==> config.mk <==
export PLATFORM = sky130hd
export DESIGN_NAME = swd_host_transaction_engine
export DESIGN_NICKNAME = d
export VERILOG_FILES = /design/src/hdl/swdh_pkg.sv /design/src/hdl/swdh_queue.sv /design/src/hdl/swdh_engine.sv /design/src/hdl/swd_host_transaction_engine.sv
export SDC_FILE = /design/constraint.sdc
export NUM_CORES = 1
export LEC_CHECK = 0
export BUFFER_PORTS_ARGS = -buffer_cell sky130_fd_sc_hd__buf_4
export CORE_AREA = 3 3 228 208
export CTS_CLUSTER_DIAMETER = 150
export DETAILED_ROUTE_END_ITERATION = 16
export DIE_AREA = 0 0 231 211
export PLACE_DENSITY = 0.74
export RECOVER_POWER = 25
export SETUP_SLACK_MARGIN = 0.2
export SLEW_MARGIN = 40
export SYNTH_ARGS = -nofsm -noshare
export SYNTH_HDL_FRONTEND = slang
export SYNTH_SLANG_ARGS = --single-unit
==> constraint.sdc <==
create_clock -name clk -period 7.85 [get_ports clk]
set_clock_uncertainty 0.05 [all_clocks]
set_input_delay 0.3925 -clock clk [delete_from_list [all_inputs] [get_ports clk]]
set_output_delay 0.3925 -clock clk [all_outputs]
set_load 0.01 [all_outputs]
==> src/hdl/swdh_pkg.sv <==
package swdh_pkg;

  typedef enum logic [1:0] {
    CMD_TICK  = 2'd0,
    CMD_READ  = 2'd1,
    CMD_WRITE = 2'd2
  } cmd_t;

  typedef enum logic [1:0] {
    PH_IDLE = 2'd0,
    PH_INIT = 2'd1,
    PH_RUN  = 2'd2,
    PH_STOP = 2'd3
  } phase_t;

  typedef enum logic [1:0] {
    PIN_REL = 2'd0,
    PIN_HI  = 2'd1,
    PIN_LO  = 2'd2
  } pin_t;

  localparam logic [1:0] ST_OK    = 2'd0;
  localparam logic [1:0] ST_FAULT = 2'd1;
  localparam logic [1:0] ST_BUSY  = 2'd2;
  localparam logic [1:0] ST_BUS   = 2'd3;

  localparam logic [2:0] ACK_OK    = 3'b001;
  localparam logic [2:0] ACK_WAIT  = 3'b010;
  localparam logic [2:0] ACK_FAULT = 3'b100;

  localparam logic [7:0] WAKE_ONES = 8'hff;
  localparam logic [7:0] WAKE_SW0  = 8'h9e;
  localparam logic [7:0] WAKE_SW1  = 8'he7;

  localparam logic [7:0] WAKE_LEN = 8'd128;
  localparam logic [7:0] STOP_LEN = 8'd8;

  localparam logic [5:0] POS_TURN    = 6'd8;
  localparam logic [5:0] POS_ACK_END = 6'd11;
  localparam logic [5:0] POS_DATA    = 6'd12;
  localparam logic [5:0] POS_WDATA   = 6'd13;
  localparam logic [5:0] POS_RD_END  = 6'd44;
  localparam logic [5:0] POS_LAST    = 6'd45;

  typedef struct packed {
    logic        is_write;
    logic [7:0]  request;
    logic [31:0] word;
  } entry_t;

  typedef struct packed {
    logic        accepted;
    logic        clock_active;
    pin_t        dio_mode;
    logic        done_res;
    logic [1:0]  status;
    logic [31:0] read_data;
  } res_t;

  function automatic logic wake_bit(input logic [6:0] s);
    logic [7:0] b;
    case (s[6:3])
      4'd7:    b = WAKE_SW0;
      4'd8:    b = WAKE_SW1;
      default: b = WAKE_ONES;
    endcase
    return b[s[2:0]];
  endfunction

  function automatic pin_t drive_bit(input logic b);
    return b ? PIN_HI : PIN_LO;
  endfunction

  function automatic logic [1:0] ack_status(input logic [2:0] a);
    logic [1:0] s;
    case (a)
      ACK_FAULT: s = ST_FAULT;
      ACK_WAIT:  s = ST_BUSY;
      default:   s = ST_BUS;
    endcase
    return s;
  endfunction

endpackage

==> src/hdl/swdh_queue.sv <==
module swdh_queue #(
  parameter int QUEUE_DEPTH = 8
) (
  input  logic            clk,
  input  logic            rst_n,
  input  logic            enq_valid,
  input  swdh_pkg::entry_t enq_entry,
  output logic            enq_ok,
  input  logic            deq,
  output logic            empty,
  output swdh_pkg::entry_t head_entry
);
  import swdh_pkg::*;

  localparam int AW = (QUEUE_DEPTH > 1) ? $clog2(QUEUE_DEPTH) : 1;
  localparam logic [AW-1:0] LAST = AW'(QUEUE_DEPTH - 1);

  entry_t        mem [QUEUE_DEPTH];
  entry_t        rd_r;
  logic [AW-1:0] head_r, head_nxt;
  logic [AW-1:0] tail_r, tail_nxt;
  logic [AW-1:0] tail_inc, head_inc;
  logic          we;

  assign tail_inc = (tail_r == LAST) ? '0 : tail_r + 1'b1;
  assign head_inc = (head_r == LAST) ? '0 : head_r + 1'b1;
  assign empty    = (head_r == tail_r);
  assign enq_ok   = (tail_inc != head_r);
  assign we       = enq_valid && enq_ok;
  assign tail_nxt = we ? tail_inc : tail_r;
  assign head_nxt = deq ? head_inc : head_r;
  assign head_entry = rd_r;

  always_ff @(posedge clk) begin
    if (!rst_n) begin
      head_r <= '0;
      tail_r <= '0;
    end else begin
      head_r <= head_nxt;
      tail_r <= tail_nxt;
    end
  end

  // head word is kept registered, with the write bypassed onto it
  always_ff @(posedge clk) begin
    if (we) begin
      mem[tail_r] <= enq_entry;
    end
    if (we && (tail_r == head_nxt)) begin
      rd_r <= enq_entry;
    end else begin
      rd_r <= mem[head_nxt];
    end
  end

endmodule

==> src/hdl/swdh_engine.sv <==
module swdh_engine (
  input  logic             clk,
  input  logic             rst_n,
  input  logic             tick,
  input  logic             dio_in,
  input  logic             q_empty,
  input  swdh_pkg::entry_t head_entry,
  output logic             deq,
  output swdh_pkg::res_t   res
);
  import swdh_pkg::*;

  phase_t      phase_r, phase_nxt;
  pin_t        pin_r, pin_nxt;
  logic [7:0]  seq_r, seq_nxt, seq_inc;
  logic [5:0]  pos_r, pos_nxt;
  logic [2:0]  ack_r, ack_nxt;
  logic        wr_r, wr_nxt;
  logic [7:0]  req_r, req_nxt;
  logic [31:0] word_r, word_nxt;

  logic        run_done;
  logic [1:0]  run_st;
  logic [31:0] run_rd;
  pin_t        run_pin;
  logic [2:0]  run_ack;
  logic [31:0] run_word;
  logic [5:0]  run_pos;
  logic [5:0]  rd_off, wr_off;
  logic [2:0]  ack_new;
  logic        load;

  assign seq_inc = seq_r + 8'd1;
  assign rd_off  = pos_r - POS_DATA;
  assign wr_off  = pos_r - POS_WDATA;

  // one bit of the active transaction
  always_comb begin
    run_done = 1'b0;
    run_st   = ST_OK;
    run_rd   = '0;
    run_pin  = pin_r;
    run_ack  = ack_r;
    run_word = word_r;
    ack_new  = ack_r;
    ack_new[pos_r[1:0] - 2'd1] = ack_r[pos_r[1:0] - 2'd1] | dio_in;
    if (pos_r < POS_TURN) begin
      run_pin = drive_bit(req_r[pos_r[2:0]]);
    end else if (pos_r == POS_TURN) begin
      run_pin = PIN_REL;
      run_ack = '0;
    end else if (pos_r <= POS_ACK_END) begin
      run_ack = ack_new;
      if ((pos_r == POS_ACK_END) && !wr_r) begin
        if (ack_new != ACK_OK) begin
          run_done = 1'b1;
          run_st   = ack_status(ack_new);
        end else begin
          run_word = '0;
        end
      end
    end else if (!wr_r) begin
      if (pos_r < POS_RD_END) begin
        run_word[rd_off[4:0]] = word_r[rd_off[4:0]] | dio_in;
      end else if (pos_r == POS_RD_END) begin
        run_word = word_r;
      end else if (pos_r == POS_LAST) begin
        run_pin  = PIN_HI;
        run_done = 1'b1;
        run_st   = ST_OK;
        run_rd   = word_r;
      end else begin
        run_done = 1'b1;
        run_st   = ST_BUS;
      end
    end else begin
      if (pos_r == POS_DATA) begin
        run_pin = PIN_HI;
        if (ack_r != ACK_OK) begin
          run_done = 1'b1;
          run_st   = ack_status(ack_r);
        end
      end else if (pos_r < POS_LAST) begin
        run_pin = drive_bit(word_r[wr_off[4:0]]);
      end else if (pos_r == POS_LAST) begin
        run_pin  = drive_bit(^word_r);
        run_done = 1'b1;
        run_st   = ST_OK;
      end else begin
        run_done = 1'b1;
        run_st   = ST_BUS;
      end
    end
    run_pos = run_done ? pos_r : pos_r + 6'd1;
  end

  // bus phase sequencing
  always_comb begin
    phase_nxt = phase_r;
    pin_nxt   = pin_r;
    seq_nxt   = seq_r;
    pos_nxt   = pos_r;
    ack_nxt   = ack_r;
    wr_nxt    = wr_r;
    req_nxt   = req_r;
    word_nxt  = word_r;
    load      = 1'b0;
    unique case (phase_r)
      PH_IDLE: begin
        pin_nxt = PIN_REL;
        if (!q_empty) begin
          seq_nxt   = '0;
          phase_nxt = PH_INIT;
        end
      end
      PH_INIT: begin
        pin_nxt = drive_bit(wake_bit(seq_r[6:0]));
        seq_nxt = seq_inc;
        if (seq_inc >= WAKE_LEN) begin
          if (!q_empty) begin
            load = 1'b1;
          end else begin
            seq_nxt   = '0;
            phase_nxt = PH_STOP;
          end
        end
      end
      PH_RUN: begin
        pin_nxt  = run_pin;
        ack_nxt  = run_ack;
        word_nxt = run_word;
        pos_nxt  = run_pos;
        if (run_done) begin
          if (!q_empty) begin
            load = 1'b1;
          end else begin
            seq_nxt   = '0;
            phase_nxt = PH_STOP;
          end
        end
      end
      PH_STOP: begin
        pin_nxt = PIN_HI;
        seq_nxt = seq_inc;
        if (seq_inc >= STOP_LEN) begin
          phase_nxt = PH_IDLE;
        end
      end
      default: begin
        phase_nxt = PH_IDLE;
      end
    endcase
    if (load) begin
      phase_nxt = PH_RUN;
      wr_nxt    = head_entry.is_write;
      req_nxt   = head_entry.request;
      word_nxt  = head_entry.word;
      pos_nxt   = '0;
      ack_nxt   = '0;
    end
  end

  assign deq = tick && load;

  // result of this tick
  always_comb begin
    res              = '0;
    res.clock_active = (phase_nxt != PH_IDLE);
    res.dio_mode     = pin_nxt;
    if ((phase_r == PH_RUN) && run_done) begin
      res.done_res  = 1'b1;
      res.status    = run_st;
      res.read_data = run_rd;
    end
  end

  always_ff @(posedge clk) begin
    if (!rst_n) begin
      phase_r <= PH_IDLE;
      pin_r   <= PIN_REL;
      seq_r   <= '0;
      pos_r   <= '0;
      ack_r   <= '0;
      wr_r    <= 1'b0;
      req_r   <= '0;
      word_r  <= '0;
    end else if (tick) begin
      phase_r <= phase_nxt;
      pin_r   <= pin_nxt;
      seq_r   <= seq_nxt;
      pos_r   <= pos_nxt;
      ack_r   <= ack_nxt;
      wr_r    <= wr_nxt;
      req_r   <= req_nxt;
      word_r  <= word_nxt;
    end
  end

endmodule

==> src/hdl/swd_host_transaction_engine.sv <==
// serial wire debug host: queues read/write transactions and runs them on
// the bus, one bus bit per tick request.
// input channel: in_tuser carries the command (bus tick, queue read, queue
// write); in_tdata carries the request byte, write word and sampled pin level.
// a queue request answers with accepted (0 when the ring holds
// QUEUE_DEPTH-1 entries); a tick request answers with clock_active, the pin
// drive mode for the next low clock phase, and on completion of a
// transaction done_res, status and read_data.
// every request gives exactly one result on the output channel.
// a request is registered on input, then its result is registered on output
// once the output register is free or being taken, which raises out_tvalid.
// throughput: one request per cycle while out_tready is high, set by the
// single registered pass: input register, bus sequencer, output register.
// reset (rst_n low, synchronous) empties the queue, puts the bus in idle and
// releases the pin; no clearing pass is needed.
// when out_tready is low the result is held and in_tready drops once the
// input register is also full; nothing is lost or repeated.
module swd_host_transaction_engine #(
  parameter int QUEUE_DEPTH = 8
) (
  input  logic        clk,
  input  logic        rst_n,
  input  logic        in_tvalid,
  output logic        in_tready,
  input  logic [47:0] in_tdata,   // request[7:0], write_data[39:8], dio_in[40], zero
  input  logic [1:0]  in_tuser,   // command[1:0]
  output logic        out_tvalid,
  input  logic        out_tready,
  output logic [39:0] out_tdata   // accepted, clock_active, dio_mode[3:2],
                                  // done_res, status[6:5], read_data[38:7], zero
);
  import swdh_pkg::*;

  logic        in_valid_r;
  logic [1:0]  cmd_r;
  logic [7:0]  req_r;
  logic [31:0] wd_r;
  logic        din_r;
  logic        out_valid_r;
  res_t        out_r, out_nxt;
  logic        advance, fire;
  logic        is_queue, is_tick;
  logic        enq_ok, deq, q_empty;
  entry_t      enq_entry, head_entry;
  res_t        eng_res;

  assign advance   = !out_valid_r || out_tready;
  assign fire      = in_valid_r && advance;
  assign in_tready = !in_valid_r || advance;

  assign is_queue = (cmd_r == CMD_READ) || (cmd_r == CMD_WRITE);
  assign is_tick  = (cmd_r == CMD_TICK);

  assign enq_entry.is_write = (cmd_r == CMD_WRITE);
  assign enq_entry.request  = req_r;
  assign enq_entry.word     = (cmd_r == CMD_WRITE) ? wd_r : '0;

  swdh_queue #(
    .QUEUE_DEPTH(QUEUE_DEPTH)
  ) u_queue (
    .clk        (clk),
    .rst_n      (rst_n),
    .enq_valid  (fire && is_queue),
    .enq_entry  (enq_entry),
    .enq_ok     (enq_ok),
    .deq        (deq),
    .empty      (q_empty),
    .head_entry (head_entry)
  );

  swdh_engine u_engine (
    .clk        (clk),
    .rst_n      (rst_n),
    .tick       (fire && is_tick),
    .dio_in     (din_r),
    .q_empty    (q_empty),
    .head_entry (head_entry),
    .deq        (deq),
    .res        (eng_res)
  );

  always_comb begin
    out_nxt = '0;
    case (cmd_r)
      CMD_READ, CMD_WRITE: out_nxt.accepted = enq_ok;
      CMD_TICK:            out_nxt = eng_res;
      default:             out_nxt = '0;
    endcase
  end

  always_ff @(posedge clk) begin
    if (!rst_n) begin
      in_valid_r <= 1'b0;
    end else if (in_tready) begin
      in_valid_r <= in_tvalid;
    end
  end

  always_ff @(posedge clk) begin
    if (in_tready && in_tvalid) begin
      cmd_r <= in_tuser;
      req_r <= in_tdata[7:0];
      wd_r  <= in_tdata[39:8];
      din_r <= in_tdata[40];
    end
  end

  always_ff @(posedge clk) begin
    if (!rst_n) begin
      out_valid_r <= 1'b0;
    end else if (advance) begin
      out_valid_r <= in_valid_r;
    end
  end

  always_ff @(posedge clk) begin
    if (fire) begin
      out_r <= out_nxt;
    end
  end

  assign out_tvalid = out_valid_r;
  assign out_tdata  = {1'b0, out_r.read_data, out_r.status, out_r.done_res,
                       out_r.dio_mode, out_r.clock_active, out_r.accepted};

endmodule

### Word level (Yosys, flattened, before mapping)

Memories as Yosys holds them, arrays and structs flattened. A register that Yosys moved wholly into a read port is not among the register bits.
Cells that the tools add are included.

* bitwise gates (word level): 5
* $add $sub $neg: 7
* eq/ne operators: 31
* $lt $le $gt $ge: 13
* mux-type cells: 106
* reduce and logical (&&, ||, !) cells: 31

Operators by type and width (number)
* $mux W32: 17
* $mux W2: 32
* $mux W8: 6
* $mux W35: 1
* $bwmux W32: 1
* $pmux W8 S4: 1
* $reduce_xor A32 Y1: 1
* $mux W3: 8
* $mux W1: 23
* $eq A6 B4 Y1 const B: 3
* $mux W6: 3
* $pmux W2 S4: 2
* $pmux W7 S2: 1
* $eq A3 B3 Y1 const B: 4
* $eq A6 B6 Y1 const B: 2
* $lt A5 B6 Y1 const B: 2
* $lt A6 B6 Y1 const B: 2
* $bmux W1 S5: 2
* $logic_and A1 B1 Y1: 10
* $sub A5 B4 Y5 const B: 2
* $reduce_or A9 Y1: 1
* $add A8 B1 Y8 const B: 1
* $ge A8 B4 Y1 const B: 1
* $ge A8 B8 Y1 const B: 1
* 41 further kinds: 66

* memory bits (writable): 328
* output and inout port bits: 42
* memories kept: 1
* register bits: 152
* bits of input ports: 54

Memory list
* u_queue.mem: depth 8, width 41, read ports 1, clocked after memory_dff 1, wr ports 1, line swdh_queue.sv:18 `entry_t mem [QUEUE_DEPTH];`

### Longest topological paths before layout

* word-level depth: 16
* gate-level depth with buffers: 16

### By module

Synthesis repeated with hierarchy kept, for this count alone.

* cell total of the unflattened synthesis: 1370
* area, all modules: 21645.8 um^2

Modules (own cells, without submodules)
* swdh_queue: instances 1, seq. area each 10029.6 um^2, cells an instance 532, area each 13130.1 um^2
* swdh_engine: instances 1, seq. area each 1241.2 um^2, cells an instance 658, area each 5392.7 um^2
* swd_host_transaction_engine: instances 1, seq. area each 2502.4 um^2, cells an instance 180, area each 3123.0 um^2

### Worst setup path before layout

Ideal clock, no wire load.

* path kind: flip-flop to flip-flop
* start point: register out_valid_r (netlist: out_tvalid)
* end point: memory u_queue.mem[0][0] (netlist bit), enable pin
* arrival: 6.081 ns
* data required time: 7.310 ns
* clock period less this slack: 6.621 ns
* cell stages (with the launch flop): 6
* buffers on the path: 0
* path slack: 1.229 ns
* setup time: 0.490 ns
* cell sequence: dfxtp_1 nor2b_1 nor2b_1 nand2_1 or2_2 nor3_1

* cells in the longest elaborated chain, start to end: 7

Ends and longest elaborated chain
* from (decl): line swd_host_transaction_engine.sv:39 `logic out_valid_r;`
* from (signal assigned): line swd_host_transaction_engine.sv:112 `out_valid_r <= in_valid_r;`
* $logic_not A1 Y1: line swd_host_transaction_engine.sv:47 `assign advance = !out_valid_r || out_tready;`
* $logic_or A1 B1 Y1: line swd_host_transaction_engine.sv:47
* $logic_and A1 B1 Y1: line swd_host_transaction_engine.sv:48 `assign fire = in_valid_r && advance;`
* via fire: line swd_host_transaction_engine.sv:41 `logic advance, fire;`
* $logic_and A1 B1 Y1: line swd_host_transaction_engine.sv:63 `.enq_valid (fire && is_queue),`
* $logic_and A1 B1 Y1: line swdh_queue.sv:29 `assign we = enq_valid && enq_ok;`
* $mux W1: line swdh_queue.sv:46 `if (we) begin`
* $mux W1 (not written as such): line swdh_queue.sv:47 `mem[tail_r] <= enq_entry;`
* to (decl): line swdh_queue.sv:18

The timed path passes the listed nets, and every way through them passes these cells.

### Worst setup path in the final report

* start point: register u_engine.pos_r[1]
* end point: register out_r, in the netlist out_tdata[29] (data pin)

* cells in the longest elaborated chain, start to end: 15

Ends and longest elaborated chain
* from (decl): line swdh_engine.sv:16 `logic [5:0] pos_r, pos_nxt;`
* from (signal assigned): line swdh_engine.sv:191 `pos_r <= pos_nxt;`
* $sub A2 B1 Y2: line swdh_engine.sv:46 `ack_new[pos_r[1:0] - 2'd1] = ack_r[pos_r[1:0] - 2'd1] | dio_in;`
* $lt A2 B3 Y1 (not written as such) or $ge A2 B1 Y1 (tied branches): line swdh_engine.sv:46
* $logic_and A1 B1 Y1 (not written as such): line swdh_engine.sv:46
* $mux W1 (not written as such): line swdh_engine.sv:46
* $demux W1 S2
* $bwmux W3: line swdh_engine.sv:46
* $ne A3 B1 Y1: line swdh_engine.sv:55 `if (ack_new != ACK_OK) begin`
* $mux W1: line swdh_engine.sv:55
* $mux W1: line swdh_engine.sv:54 `if ((pos_r == POS_ACK_END) && !wr_r) begin`
* $mux W1: line swdh_engine.sv:52 `end else if (pos_r <= POS_ACK_END) begin`
* $mux W1: line swdh_engine.sv:49 `end else if (pos_r == POS_TURN) begin`
* $mux W1: line swdh_engine.sv:47 `if (pos_r < POS_TURN) begin`
* $logic_and A1 B1 Y1: line swdh_engine.sv:170 `if ((phase_r == PH_RUN) && run_done) begin`
* $not A1 Y1 (no source line)
* $reduce_or A9 Y1 (no source line) *
* to (signal assigned): line swd_host_transaction_engine.sv:118 `out_r <= out_nxt;`
* to (decl): line swd_host_transaction_engine.sv:40 `res_t out_r, out_nxt;`

Mark *: on every way between the ends. The rest lies on a longest branch, timed or not. The select of a mux whose other input is x is not followed.
A chain may end at the register's enable or synchronous reset.

==> results.yml <==
floorplanning:
  die_y_um: 211
  row_count: 74
  pin_count: 96
  start_util_pct: 46.88
  design.core.area_um2: 45180
  dieArea_um2: 48740
  die_w_um: 231
drt:
  drt_first_pass_iters: 6
  vias: 12260
  wl_per_cell_um: 20.59
  viasPerCell: 5.713
  first_iter_violations: 1274
  drt-total-wl_um: 44180
  drc: 0
  ant_nets: 0
synthesis:
  synth_area_leaders: "edfxtp_1, mux4_2, dfxtp_1, and2_1, xnor2_1"
  ys_warn_count: 0
  ys_seq_area_share_pct: 65.02
  synth_area_um2: 21180
  ys_ff_latch: 483
  syn_avg_cell_area_um2: 15.21
  synth_top_area_share_pct: 58.12
  ys_types: 68
  synth_ff_type: "edfxtp_1"
  synth_edf_count: 410
  syn-num-nets: 1467
  netlist_instances: 1393
  synth.largest_area_cell: "edfxtp_1"
  synthArstFlopShare_pct: 0
placed_design:
  gp_congestion: 0.8687
  placed_area_um2: 22390
  io_buffer_count: 87
  dpl.hpwl_um: 26290
  post-place-ws_ns: 3.274
power:
  power_leakage_uw: 0.007713
  peakVddDrop_mv: 0.1716
  p_per_area_nw_per_um2: 218.2
worst_setup_path:
  r2r_slack_ns: 3.21
  cp-start-kind: "flip-flop"
  critPathTopFamily: "simple AND/OR/NAND/NOR gates"
  worst_r2r_path_depth: 11
  cpPeakStageDelay_ns: 0.79
  crit_chain: "inv_1 > ha_1 > mux2_2 > a211o_1 > or4_4 > a32oi_4 > nor2_1 > nand2_1 > inv_2 > and3_1 > and2_1"
  r2r-end: "out_tdata[29]$_SDFFCE_PP0P_"
  r2r_start: "u_engine.pos_r[1]$_SDFFE_PN0P_"
  cp-end-kind: "flip-flop"
  crit_buf_inv: 2
  path_max_fanout: 32
  crit_required_ns: 8.13
  crit_slowest_cell: "dfxtp_1"
  critPathKind: "reg2reg"
  arrival_ns: 4.92
clocking:
  clk_latency_ns: 0.59
  cts_tree: "built"
  clkSinkCount: 483
  cts_made_buffers: 47
  clkSlewWorstSetupHoldPaths_ns: 0.06
  cts_root_buf: "clkbuf_16"
  cts_buffer_depth: 3
  htreeDepth: 2
  cts_setup_buffers: 0
  cts_resized: 0
sta:
  tns_ns: 0
  finalCritPeriodShare_pct: 59.15
  post-route-worst-setup-slack_ns: 3.206
  fin_crit_ns: 4.644
  fmax_mhz: 215.4
  setup_viol: 0
  worst_pin_slew_ns: 2.322
  final_max_slew_viol_count: 84
  rsz0062_at_grt: "false"
  hold_viol: 0
  slew_headroom_pct: -54.77
global_route:
  grt_pass1_vias: 12070
  grtUsageTotal_pct: 18.11
  overflow: 0
  antenna_found_initial: 0
  grt_pass1_wl_um: 68710
  grt_max_degree: 77
final_layout:
  area.growth.synth_to_final_pct: 14.80
  fin_area_um2: 24320
  multi_input_area_um2: 7002
  diodes: 0
  fill_cells: 3643
  regArea_um2: 13780
  final_nets: 1574
  drive_above_1_share_pct: 19.05
status:
  outcome: "complete, but fails checks"
  violations: "capacitance limit, slew limit"
hold_path:
  hold_depth: 3
  worstHoldStart: "out_tready"
  hold_path_class: "in2reg"
  holdPathEnd: "out_tvalid$_SDFFE_PN0P_"
run:
  maxCapViolCount: 2
worst register-to-register path: stages, from the launching register on:
cell	delay [ns]
dfxtp_1	0.79
inv_1	0.23
ha_1	0.64
mux2_2	0.42
a211o_1	0.36
or4_4	0.46
a32oi_4	0.40
nor2_1	0.07
nand2_1	0.18
inv_2	0.08
and3_1	0.42
and2_1	0.30
synth_stat cells (19+ instances only):
cell      count
edfxtp_1    410
and2_1       70
a21o_1       29
nand2_1      79
mux4_2      104
mux2_2       21
clkbuf_1     60
dfxtp_1      73
mux2i_1      27
a31oi_1      26
o21ai_1      39
nand4_1      19
ha_1         20
nor3_1       19
a21oi_1      64
o21ai_0      23
xnor2_1      41
nor2_1       46
nand3_1      41
cells by family (layout without fill, tap and decap cells):
kind of cell             count (synthesis)  in the layout  share of synthesized area, %
buffers and inverters                  107            252                         2.333
AO/OA/AOI/OAI                          233            233                         7.093
flip-flops                             483            483                         65.02
adder cells (fa/ha/maj)                 20             20                         1.181
XOR/XNOR                                51             51                         2.109
multiplexers                           155            155                         13.66
AND/OR/NAND/NOR                        343            343                         8.588
other                                    1              1                       0.01770
cell usage in the layout, fill, tap and decap left out, types with 5 or more instances in the layout:
cell type,n
xor2_1,10
clkbuf_16,50
and3_1,9
dfxtp_1,69
inv_1,15
mux2_2,21
o21ai_0,23
a21o_1,27
a31oi_1,26
clkinv_1,9
nand3b_1,5
a21oi_1,63
dlygate4sd3_1,44
buf_4,18
nand2_1,78
nor3_1,17
bufinv_16,6
o22ai_1,7
ha_1,20
xnor2_1,41
clkbuf_1,54
nor2_1,40
nand4_1,19
o21ai_1,39
clkbuf_4,42
nor2b_1,16
nor2_4,6
mux2i_1,27
nand3_1,41
nand2b_1,16
and2_0,6
and2_1,63
edfxtp_1,410
clkinv_2,5
mux4_2,104
o211a_1,17
report_power, final:
group          switching [µW]  internal (µW)
clock                     941           1400
combinational            81.0           58.4
sequential               15.2           2810
total                    1040           4270
layer usage:
metal  vias to the layer above  wire, µm  track usage, %
li1                       5610         -               -
met1                      6149     19360           25.91
met2                       447     20840           29.09
met3                        54      3276           3.371
met4                         0       705           4.487
met5                         -         0               0
worst max path at each step:
stage / startpoint / endpoint / slack, ns / depth (start not counted)
2_1_floorplan: out_tvalid$_SDFFE_PN0P_ / u_queue.mem[0][0]$_DFFE_PP_ / 1.23 / 5
3_3_place_gp: u_engine.pos_r[1]$_SDFFE_PN0P_ / u_engine.ack_r[0]$_SDFFE_PN0P_ / 3.01 / 10
3_5_place_dp: u_engine.pos_r[1]$_SDFFE_PN0P_ / out_tdata[9]$_SDFFCE_PP0P_ / 3.27 / 11
4_1_cts: u_engine.pos_r[1]$_SDFFE_PN0P_ / out_tdata[29]$_SDFFCE_PP0P_ / 3.26 / 11
5_1_grt: u_engine.pos_r[1]$_SDFFE_PN0P_ / out_tdata[30]$_SDFFCE_PP0P_ / 2.98 / 11
6_report: u_engine.pos_r[1]$_SDFFE_PN0P_ / out_tdata[29]$_SDFFCE_PP0P_ / 3.21 / 11
sequential cells by signal (all words and copies together) (netlist names), 6 cells and up, named ones only:
register,count
out_tdata,39
u_engine.word_r,32
u_engine.seq_r,8
u_engine.pos_r,6
req_r,8
u_queue.mem,328
u_engine.req_r,8
wd_r,32
what timing repair did:
| item | in CTS | in global routing |
|---|---|---|
| setup endpoints to repair | 0 | 0 |
| hold endpoints to repair | 44 | 0 |
| hold buffers | 44 | 0 |
stage by stage:
step | hold WS (ns) | std cells | util [%] | total power, µW
after floorplan | 0.4167 | 1393 | - | 2950
after global placement | 0.4294 | 2014 | 49.51 | 3011
after detailed placement | 0.4356 | 2014 | 49.55 | 3018
after CTS | 0.1336 | 2145 | 54.14 | 5366
after global routing | 0.1545 | 2146 | 53.82 | 5472
final | 0.1559 | 2146 | 53.82 | 5306
final cells by class:
| type | instances | share of cell area, % |
|---|---|---|
| Inverter | 16 | 0.2470 |
| Clock inverter | 23 | 1.219 |
| Clock buffer | 64 | 5.484 |
| Timing Repair Buffer | 149 | 4.455 |
| Tap cell | 608 | 3.128 |
| Sequential cell | 483 | 56.68 |
| Multi-Input combinational cell | 803 | 28.79 |
No activity file was read; power rests on OpenSTA's default activity.
